$ cat src/sv/ps2sa_pkg.sv
`default_nettype none
package ps2sa_pkg;

  // scan code values
  localparam logic [7:0] SC_ACK      = 8'hFA;
  localparam logic [7:0] SC_BAT_OK   = 8'hAA;
  localparam logic [7:0] SC_PFX_E0   = 8'hE0;
  localparam logic [7:0] SC_PFX_E1   = 8'hE1;
  localparam logic [6:0] SC_LSHIFT   = 7'h2A;
  localparam logic [6:0] SC_RSHIFT   = 7'h36;
  localparam logic [6:0] SC_CTRL     = 7'h1D;
  localparam logic [6:0] SC_CAPS     = 7'h3A;
  localparam logic [6:0] SC_ENTER    = 7'h1C;
  localparam logic [6:0] SC_BKSP     = 7'h0E;
  localparam logic [6:0] SC_UP       = 7'h48;
  localparam logic [6:0] SC_DOWN     = 7'h50;
  localparam logic [6:0] SC_LEFT     = 7'h4B;
  localparam logic [6:0] SC_RIGHT    = 7'h4D;
  localparam logic [6:0] SC_HOME     = 7'h47;
  localparam logic [6:0] SC_END      = 7'h4F;
  localparam logic [6:0] SC_PGUP     = 7'h49;
  localparam logic [6:0] SC_PGDN     = 7'h51;
  localparam logic [6:0] SC_INS      = 7'h52;
  localparam logic [6:0] SC_DEL      = 7'h53;

  // ascii values
  localparam logic [6:0] CH_ESC      = 7'h1B;
  localparam logic [6:0] CH_LBRACKET = 7'h5B;
  localparam logic [6:0] CH_TILDE    = 7'h7E;
  localparam logic [6:0] CH_LF       = 7'h0A;
  localparam logic [6:0] CH_BS       = 7'h08;
  localparam logic [6:0] CTRL_MASK   = 7'h1F;

  // lower half of the four key tables (codes 0x00 to 0x3f)
  localparam logic [6:0] LO_PLAIN [64] = '{
    7'h00, 7'h1B, 7'h31, 7'h32, 7'h33, 7'h34, 7'h35, 7'h36,
    7'h37, 7'h38, 7'h39, 7'h30, 7'h2D, 7'h3D, 7'h00, 7'h09,
    7'h71, 7'h77, 7'h65, 7'h72, 7'h74, 7'h79, 7'h75, 7'h69,
    7'h6F, 7'h70, 7'h5B, 7'h5D, 7'h00, 7'h00, 7'h61, 7'h73,
    7'h64, 7'h66, 7'h67, 7'h68, 7'h6A, 7'h6B, 7'h6C, 7'h3B,
    7'h27, 7'h60, 7'h00, 7'h5C, 7'h7A, 7'h78, 7'h63, 7'h76,
    7'h62, 7'h6E, 7'h6D, 7'h2C, 7'h2E, 7'h2F, 7'h00, 7'h2A,
    7'h00, 7'h20, 7'h00, 7'h00, 7'h00, 7'h00, 7'h00, 7'h00
  };
  localparam logic [6:0] LO_SHIFT [64] = '{
    7'h00, 7'h1B, 7'h21, 7'h40, 7'h23, 7'h24, 7'h25, 7'h5E,
    7'h26, 7'h2A, 7'h28, 7'h29, 7'h5F, 7'h2B, 7'h00, 7'h09,
    7'h51, 7'h57, 7'h45, 7'h52, 7'h54, 7'h59, 7'h55, 7'h49,
    7'h4F, 7'h50, 7'h7B, 7'h7D, 7'h0A, 7'h00, 7'h41, 7'h53,
    7'h44, 7'h46, 7'h47, 7'h48, 7'h4A, 7'h4B, 7'h4C, 7'h3A,
    7'h22, 7'h7E, 7'h00, 7'h7C, 7'h5A, 7'h58, 7'h43, 7'h56,
    7'h42, 7'h4E, 7'h4D, 7'h3C, 7'h3E, 7'h3F, 7'h00, 7'h2A,
    7'h00, 7'h20, 7'h00, 7'h00, 7'h00, 7'h00, 7'h00, 7'h00
  };
  localparam logic [6:0] LO_CAPS [64] = '{
    7'h00, 7'h1B, 7'h31, 7'h32, 7'h33, 7'h34, 7'h35, 7'h36,
    7'h37, 7'h38, 7'h39, 7'h30, 7'h2D, 7'h3D, 7'h00, 7'h09,
    7'h51, 7'h57, 7'h45, 7'h52, 7'h54, 7'h59, 7'h55, 7'h49,
    7'h4F, 7'h50, 7'h5B, 7'h5D, 7'h00, 7'h00, 7'h41, 7'h53,
    7'h44, 7'h46, 7'h47, 7'h48, 7'h4A, 7'h4B, 7'h4C, 7'h3B,
    7'h27, 7'h60, 7'h00, 7'h5C, 7'h5A, 7'h58, 7'h43, 7'h56,
    7'h42, 7'h4E, 7'h4D, 7'h2C, 7'h2E, 7'h2F, 7'h00, 7'h2A,
    7'h00, 7'h20, 7'h00, 7'h00, 7'h00, 7'h00, 7'h00, 7'h00
  };
  localparam logic [6:0] LO_CAPS_SHIFT [64] = '{
    7'h00, 7'h1B, 7'h21, 7'h40, 7'h23, 7'h24, 7'h25, 7'h5E,
    7'h26, 7'h2A, 7'h28, 7'h29, 7'h5F, 7'h2B, 7'h00, 7'h09,
    7'h71, 7'h77, 7'h65, 7'h72, 7'h74, 7'h79, 7'h75, 7'h69,
    7'h6F, 7'h70, 7'h7B, 7'h7D, 7'h00, 7'h00, 7'h61, 7'h73,
    7'h64, 7'h66, 7'h67, 7'h68, 7'h6A, 7'h6B, 7'h6C, 7'h3A,
    7'h22, 7'h7E, 7'h00, 7'h7C, 7'h7A, 7'h78, 7'h63, 7'h76,
    7'h62, 7'h6E, 7'h6D, 7'h3C, 7'h3E, 7'h3F, 7'h00, 7'h2A,
    7'h00, 7'h20, 7'h00, 7'h00, 7'h00, 7'h00, 7'h00, 7'h00
  };

  // table select codes: {caps, shift}
  localparam logic [1:0] TBL_PLAIN      = 2'd0;
  localparam logic [1:0] TBL_SHIFT      = 2'd1;
  localparam logic [1:0] TBL_CAPS       = 2'd2;
  localparam logic [1:0] TBL_CAPS_SHIFT = 2'd3;

  // one run of up to four characters produced by one scan byte
  typedef struct packed {
    logic            vld;
    logic [1:0]      last_idx;
    logic [3:0][6:0] chars;
  } run_t;

  // key table lookup, upper half is shared apart from a few keypad entries
  function automatic logic [6:0] key_lookup(input logic [1:0] sel, input logic [6:0] code);
    logic [6:0] lo;
    logic [6:0] hi;
    unique case (sel)
      TBL_PLAIN:  lo = LO_PLAIN[code[5:0]];
      TBL_SHIFT:  lo = LO_SHIFT[code[5:0]];
      TBL_CAPS:   lo = LO_CAPS[code[5:0]];
      default:    lo = LO_CAPS_SHIFT[code[5:0]];
    endcase
    hi = 7'h00;
    if (code == 7'h50) begin
      hi = 7'h1B;
    end else if (code == 7'h5B) begin
      hi = (sel == TBL_SHIFT) ? 7'h08 : 7'h0E;
    end else if (code == 7'h5C) begin
      hi = (sel == TBL_SHIFT) ? 7'h0A : 7'h1C;
    end else if (code == 7'h65) begin
      hi = (sel == TBL_CAPS_SHIFT) ? 7'h3F : 7'h2F;
    end else if (code[6:3] == 4'hF) begin
      hi = 7'h1E + {4'd0, code[2:0]};
    end
    return code[6] ? hi : lo;
  endfunction

endpackage
`default_nettype wire

$ cat src/sv/ps2_scancode_to_ascii_unit.sv
`default_nettype none
// Set-1 scan code to ascii converter. Each scan byte taken on the in_ side
// yields zero to four ascii words on the out_ side, one word per cycle while
// out_tready is high, with tlast on the final word of each byte's run. A byte
// passes an input register and is decoded combinationally into a run register
// of up to four characters; a new byte can be taken every cycle as long as the
// output side keeps up, and a run holds the run register until its final word
// is taken (four words for the page, insert and delete keys). Bytes that give
// nothing (modifiers, break codes, prefixes, acknowledge) load no run.
module ps2_scancode_to_ascii_unit (
  input  wire logic       clk,
  input  wire logic       rst_n,
  input  wire logic       in_tvalid,
  output logic            in_tready,
  input  wire logic [7:0] in_tdata,   // [7:0] scan_byte
  output logic            out_tvalid,
  input  wire logic       out_tready,
  output logic [7:0]      out_tdata,  // [6:0] char_byte, [7] zero
  output logic            out_tlast   // last_of_run
);
  import ps2sa_pkg::*;

  logic       in_vld_r, in_vld_nxt;
  logic [7:0] in_byte_r;
  logic       in_acc;
  logic       take;
  logic       free;
  logic       load;
  run_t       run;

  assign take      = in_vld_r && free;
  assign in_tready = !in_vld_r || take;
  assign in_acc    = in_tvalid && in_tready;
  assign load      = take && run.vld;

  // input register
  always_comb begin
    in_vld_nxt = in_vld_r;
    if (in_acc) begin
      in_vld_nxt = 1'b1;
    end else if (take) begin
      in_vld_nxt = 1'b0;
    end
  end

  always_ff @(posedge clk) begin
    if (!rst_n) begin
      in_vld_r <= 1'b0;
    end else begin
      in_vld_r <= in_vld_nxt;
    end
  end

  always_ff @(posedge clk) begin
    if (in_acc) begin
      in_byte_r <= in_tdata;
    end
  end

  ps2sa_decode u_decode (
    .clk    (clk),
    .rst_n  (rst_n),
    .take_i (take),
    .byte_i (in_byte_r),
    .run_o  (run)
  );

  ps2sa_emit u_emit (
    .clk        (clk),
    .rst_n      (rst_n),
    .load_i     (load),
    .run_i      (run),
    .free_o     (free),
    .out_tvalid (out_tvalid),
    .out_tready (out_tready),
    .out_tdata  (out_tdata),
    .out_tlast  (out_tlast)
  );

  // a decoded run shows up on the output the next cycle
  a_load_shows: assert property (@(posedge clk) disable iff (!rst_n)
    load |=> out_tvalid)
    else $error("decoded run not presented");

  // the input side only stalls while a byte waits in the input register
  a_stall_held: assert property (@(posedge clk) disable iff (!rst_n)
    !in_tready |-> in_vld_r && !free)
    else $error("input stalled without a pending byte");

  // after the final word of a run is taken with nothing new loaded, output goes idle
  a_run_ends: assert property (@(posedge clk) disable iff (!rst_n)
    out_tvalid && out_tready && out_tlast && !load |=> !out_tvalid)
    else $error("output valid after end of run");

  // a run is never loaded over one still in progress
  a_no_overwrite: assert property (@(posedge clk) disable iff (!rst_n)
    load && out_tvalid |-> out_tready && out_tlast)
    else $error("run overwritten before drained");

endmodule
`default_nettype wire

$ cat src/sv/ps2sa_decode.sv
`default_nettype none
module ps2sa_decode (
  input  wire logic             clk,
  input  wire logic             rst_n,
  input  wire logic             take_i,
  input  wire logic [7:0]       byte_i,
  output ps2sa_pkg::run_t       run_o
);
  import ps2sa_pkg::*;

  localparam logic [1:0] PH_NONE = 2'd0;
  localparam logic [1:0] PH_E0   = 2'd1;
  localparam logic [1:0] PH_E1   = 2'd2;
  localparam logic [1:0] PH_E1B  = 2'd3;

  logic       shift_r, shift_nxt;
  logic       ctrl_r, ctrl_nxt;
  logic       caps_r, caps_nxt;
  logic       ack_r, ack_nxt;
  logic       bat_r, bat_nxt;
  logic [1:0] phase_r, phase_nxt;
  logic [6:0] code;
  logic [6:0] ch;
  logic [6:0] ch_m;
  run_t       run;

  assign code = byte_i[6:0];
  assign ch   = key_lookup({caps_r, shift_r}, code);
  assign ch_m = ctrl_r ? (ch & CTRL_MASK) : ch;

  // decode one byte and work out the modifier and prefix state
  always_comb begin
    shift_nxt = shift_r;
    ctrl_nxt  = ctrl_r;
    caps_nxt  = caps_r;
    ack_nxt   = ack_r;
    bat_nxt   = bat_r;
    phase_nxt = phase_r;
    run.vld      = 1'b0;
    run.last_idx = 2'd0;
    run.chars[0] = CH_ESC;
    run.chars[1] = CH_LBRACKET;
    run.chars[2] = 7'h00;
    run.chars[3] = CH_TILDE;
    if (take_i) begin
      unique case (phase_r)
        PH_E0: begin
          // extended key: vt escape sequence
          phase_nxt = PH_NONE;
          run.vld      = 1'b1;
          run.last_idx = 2'd2;
          priority case (code & {7{~byte_i[7]}})
            SC_UP:    run.chars[2] = 7'h41;
            SC_DOWN:  run.chars[2] = 7'h42;
            SC_LEFT:  run.chars[2] = 7'h44;
            SC_RIGHT: run.chars[2] = 7'h43;
            SC_HOME:  run.chars[2] = 7'h48;
            SC_END:   run.chars[2] = 7'h46;
            SC_PGUP: begin
              run.chars[2] = 7'h35;
              run.last_idx = 2'd3;
            end
            SC_PGDN: begin
              run.chars[2] = 7'h36;
              run.last_idx = 2'd3;
            end
            SC_INS: begin
              run.chars[2] = 7'h32;
              run.last_idx = 2'd3;
            end
            SC_DEL: begin
              run.chars[2] = 7'h33;
              run.last_idx = 2'd3;
            end
            default: run.vld = 1'b0;
          endcase
        end
        PH_E1:  phase_nxt = PH_E1B;
        PH_E1B: phase_nxt = PH_NONE;
        default: begin
          priority if (byte_i == SC_ACK) begin
            ack_nxt = 1'b1;
          end else if (byte_i == SC_BAT_OK && ack_r && !bat_r) begin
            bat_nxt = 1'b1;
          end else if (byte_i == SC_PFX_E0) begin
            phase_nxt = PH_E0;
          end else if (byte_i == SC_PFX_E1) begin
            phase_nxt = PH_E1;
          end else if (byte_i[7]) begin
            // break codes release shift and ctrl
            if (code == SC_LSHIFT || code == SC_RSHIFT) begin
              shift_nxt = 1'b0;
            end
            if (code == SC_CTRL) begin
              ctrl_nxt = 1'b0;
            end
          end else if (ch != 7'h00) begin
            run.vld      = (ch_m != 7'h00);
            run.chars[0] = ch_m;
          end else begin
            // keys with no table entry
            if (code == SC_ENTER) begin
              run.vld      = 1'b1;
              run.chars[0] = CH_LF;
            end else if (code == SC_BKSP) begin
              run.vld      = 1'b1;
              run.chars[0] = CH_BS;
            end else if (code == SC_LSHIFT || code == SC_RSHIFT) begin
              shift_nxt = 1'b1;
            end else if (code == SC_CTRL) begin
              ctrl_nxt = 1'b1;
            end else if (code == SC_CAPS) begin
              caps_nxt = ~caps_r;
            end
          end
        end
      endcase
    end
  end

  assign run_o = run;

  // keyboard state
  always_ff @(posedge clk) begin
    if (!rst_n) begin
      shift_r <= 1'b0;
      ctrl_r  <= 1'b0;
      caps_r  <= 1'b0;
      ack_r   <= 1'b0;
      bat_r   <= 1'b0;
      phase_r <= PH_NONE;
    end else begin
      shift_r <= shift_nxt;
      ctrl_r  <= ctrl_nxt;
      caps_r  <= caps_nxt;
      ack_r   <= ack_nxt;
      bat_r   <= bat_nxt;
      phase_r <= phase_nxt;
    end
  end

endmodule
`default_nettype wire

$ cat src/sv/ps2sa_emit.sv
`default_nettype none
module ps2sa_emit (
  input  wire logic             clk,
  input  wire logic             rst_n,
  input  wire logic             load_i,
  input  wire ps2sa_pkg::run_t  run_i,
  output logic                  free_o,
  output logic                  out_tvalid,
  input  wire logic             out_tready,
  output logic [7:0]            out_tdata,
  output logic                  out_tlast
);
  import ps2sa_pkg::*;

  logic            vld_r, vld_nxt;
  logic [1:0]      idx_r, idx_nxt;
  logic [1:0]      last_idx_r;
  logic [3:0][6:0] chars_r;
  logic            last;
  logic            pop;

  assign last       = (idx_r == last_idx_r);
  assign pop        = vld_r && out_tready;
  assign free_o     = !vld_r || (out_tready && last);
  assign out_tvalid = vld_r;
  assign out_tdata  = {1'b0, chars_r[idx_r]};
  assign out_tlast  = last;

  // run occupancy and character index
  always_comb begin
    vld_nxt = vld_r;
    idx_nxt = idx_r;
    if (load_i) begin
      vld_nxt = 1'b1;
      idx_nxt = 2'd0;
    end else if (pop) begin
      if (last) begin
        vld_nxt = 1'b0;
      end else begin
        idx_nxt = idx_r + 2'd1;
      end
    end
  end

  always_ff @(posedge clk) begin
    if (!rst_n) begin
      vld_r <= 1'b0;
      idx_r <= 2'd0;
    end else begin
      vld_r <= vld_nxt;
      idx_r <= idx_nxt;
    end
  end

  // run payload
  always_ff @(posedge clk) begin
    if (load_i) begin
      chars_r    <= run_i.chars;
      last_idx_r <= run_i.last_idx;
    end
  end

endmodule
`default_nettype wire

$ cat config.mk
export PLATFORM = sky130hd
export DESIGN_NAME = ps2_scancode_to_ascii_unit
export DESIGN_NICKNAME = d
export VERILOG_FILES = /design/src/sv/ps2sa_pkg.sv /design/src/sv/ps2_scancode_to_ascii_unit.sv /design/src/sv/ps2sa_decode.sv /design/src/sv/ps2sa_emit.sv
export SDC_FILE = /design/constraint.sdc
export NUM_CORES = 1
export LEC_CHECK = 0
export BUFFER_PORTS_ARGS = -buffer_cell sky130_fd_sc_hd__buf_2
export CAP_MARGIN = 0
export CORE_ASPECT_RATIO = 1.2
export CORE_UTILIZATION = 52
export CTS_CLUSTER_SIZE = 24
export DETAILED_ROUTE_END_ITERATION = 10
export PLACE_DENSITY = 0.73
export SYNTH_ARGS = -nofsm -noshare
export SYNTH_HDL_FRONTEND = slang
export SYNTH_SLANG_ARGS = --single-unit
$ cat constraint.sdc
create_clock -name clk -period 3.9 [get_ports clk]
set_input_delay 0.39 -clock clk [delete_from_list [all_inputs] [get_ports clk]]
set_output_delay 0.39 -clock clk [all_outputs]
set_load 0.05 [all_outputs]
==> metrics <==
vias 3,503; H-tree levels 2; RSZ-0062 raised after global routing no; IO Port Bufs 21; outcome complete, no violations; most frequent cells in the layout nand2_1 (47), nor2_1 (36), buf_4 (30); critical path type reg -> reg; top-area cell type share of the netlist area 20.8%; sequential cell area 911 sq um; Fillers 567; fin crit share 92.5%; Worst setup EP type flop; CP cell instances buf_4, ha_1, nor2b_1, a21oi_1, a221oi_1, o211ai_1, a21oi_1, mux2_2, a221oi_2, or2_2; Critical Path AT 3560 ps; worst-path maximum fanout 15; CP Buf/Inv Count 1; worst vdd ir 0.000174 V; CTS Buf Count 5; worst reg2reg path startpoint in_byte_r[0]; Pre-antenna DRT Iters 6; Longest Clk Path Bufs 2; crit path capture u_emit.chars_r[0]; max incr delay on CP 530 ps; synth unique cells 64; largest net degree at the start of global routing 29; vias in the first global route 3,164; FF+latch count, synth 34; setup_tns 0 ps; Yosys top cell by area edfxtp_1; share of cells above drive strength 1 16.0%; YS warnings 0; number of max-cap violations 0; Die Footprint 6700 sq um; Diodes inserted 0; die span in x 74.9 um; hold_buf cts 0; largest cells by area after synthesis edfxtp_1 (21%), ha_1 (6.8%), dfxtp_1 (6.6%), nand2_1 (5.3%), o21ai_0 (4.2%); Slew Limit Headroom 50.2%; kind of cell adding the most delay to the critical path compound AO/OA/AOI/OAI gates; most common library cell in the layout ignoring fill and taps nand2_1; CP required 3860 ps; CTS tree yes; Core Region 6090 sq um; Synth Instances 426; setup slack, reg-to-reg 290 ps; FMAX 277 MHz; CTS sink count 34; Pleak 1.38 nW; Cell Rows 31; Worst-path clk slew 70 ps; placed insts 525; fin. max-slew vios 0; Post-DP HPWL 7880 um; I/O pin total 23; most used cell, CP a21oi_1; Mapped Area 3310 sq um; Tightest Hold Check Type in -> reg; Setup Fix Bufs, Post-CTS 0; remaining antenna violation count 0; Critical Path Stages 10; vias per inst 6.57; # nets final 480; average wire per standard cell 19.7 um; Finished Layout Cells 533; crit path launch in_byte_r[0]; number of synthesized flops with an enable pin 23; P per Cell Area 261 nW/um^2; Root Buffer clkbuf_8; slowest CP cell edfxtp_1; multi-input combinational cell area 2170 sq um; Synth Area per Inst 7.78 sq um; clk_lat worst skew 290 ps; Initial Utilization 54.4%; Final Hold Fails 0; post-cts sizing count 0; FF-to-FF path depth 10; initial DRC count 302; gr ovfl total 0; ys async rst share 0%; reg2reg end u_emit.chars_r[0]; gr usage total 32.8%; Setup Viol. Count Final 0; initial antenna violation count 0; part of the Yosys area used for sequential elements 27.5%; syn nets 456; Syn-to-layout area delta 11.2%; minimum clock period 3610 ps; Placer Congestion 1.04; dominant synthesized flop cell edfxtp_1; clk_skew 12.3 ps; measured slew at the worst slew-check pin 747 ps; DRC viols 0; Critical Path Source Type flop; first-pass GRT wire length 16,200 um; final wirelength 10,500 um; Die Height 89.5 um
## cells in the mapped netlist, drive strengths merged, types with 3 or more instances
cell type and instances:
a211o 5, a211oi 5, a21oi 20, a221oi 3
a22oi 5, a311oi 4, a31oi 8, and2 5
and3 3, buf 16, clkbuf 18, dfxtp 11
edfxtp 23, ha 18, inv 18, mux2i 8
nand2 47, nand2b 12, nand3 18, nand3b 4
nand4 7, nor2 36, nor2b 14, nor3 11
nor4 9, o2111ai 6, o211ai 6, o21ai 29
o221ai 5, or4 4, xnor2 4
## stage by stage
step | worst slack, ps | util [%] | hold WS (ps) | instance area [sq um] | power, mW
after floorplan | 58.6 | - | 437 | 3310 | 0.601
after global placement | 454 | 59.0 | 451 | 3590 | 0.689
after detailed placement | 394 | 59.0 | 461 | 3590 | 0.686
after CTS | 349 | 60.5 | 269 | 3690 | 0.957
after global routing | 127 | 60.5 | 262 | 3690 | 1.00
final | 292 | 60.5 | 278 | 3690 | 0.960
## registers in the layout, indices dropped and copies added, names as in the netlist, 2 cells and up
register / count
in_byte_r: 8
u_decode.phase_r: 2
u_emit.chars_r: 13
u_emit.idx_r: 2
u_emit.last_idx_r: 2
## worst min path at each step
stage	depth (start not counted)	end	startpoint	slack [ps]
floorplan	2	u_decode.bat_r	u_decode.bat_r	440
global placement	1	u_decode.ack_r	u_decode.ack_r	450
detailed placement	1	u_decode.ack_r	u_decode.ack_r	460
CTS	1	in_byte_r[5]	in_tdata[5]	270
global route	1	in_byte_r[2]	in_tdata[2]	260
finish	1	in_byte_r[5]	in_tdata[5]	280
## report_power, final
group	switching [mW]	total (mW)	internal, mW
logic	0.175	0.275	0.0994
clock network	0.130	0.272	0.142
registers	0.0166	0.413	0.397
total	0.322	0.960	0.638
## metal layers
layer	wire length [um]	up-vias	share of wire, %	global-route usage, %
met2	4980	214	47	54.9
met3	783	50	7.5	5.86
met1	4140	1602	39	39.3
li1	-	1637	-	-
met5	0	-	0	0
met4	582	0	5.5	18.7
## cells by family after synthesis
family                     share of synthesized area (%)
AOI/OAI and AO/OA                                   25.3
xor gates and xnor gates                            1.59
adders and majority gates                           6.80
buffers and inverters                               6.95
DFF                                                 27.5
muxes                                               3.78
other                                              0.113
and+or+nand+nor                                     28.0
## layout make-up
cell class,count,area share (%)
sequential,34,24.7
tap,82,2.78
clock buffer,6,2.24
clock inverter,2,0.305
multi-input combinational,338,59.0
inverter,20,2.04
timing repair buffer,51,8.96
No activity file was read; power rests on OpenSTA's default activity.
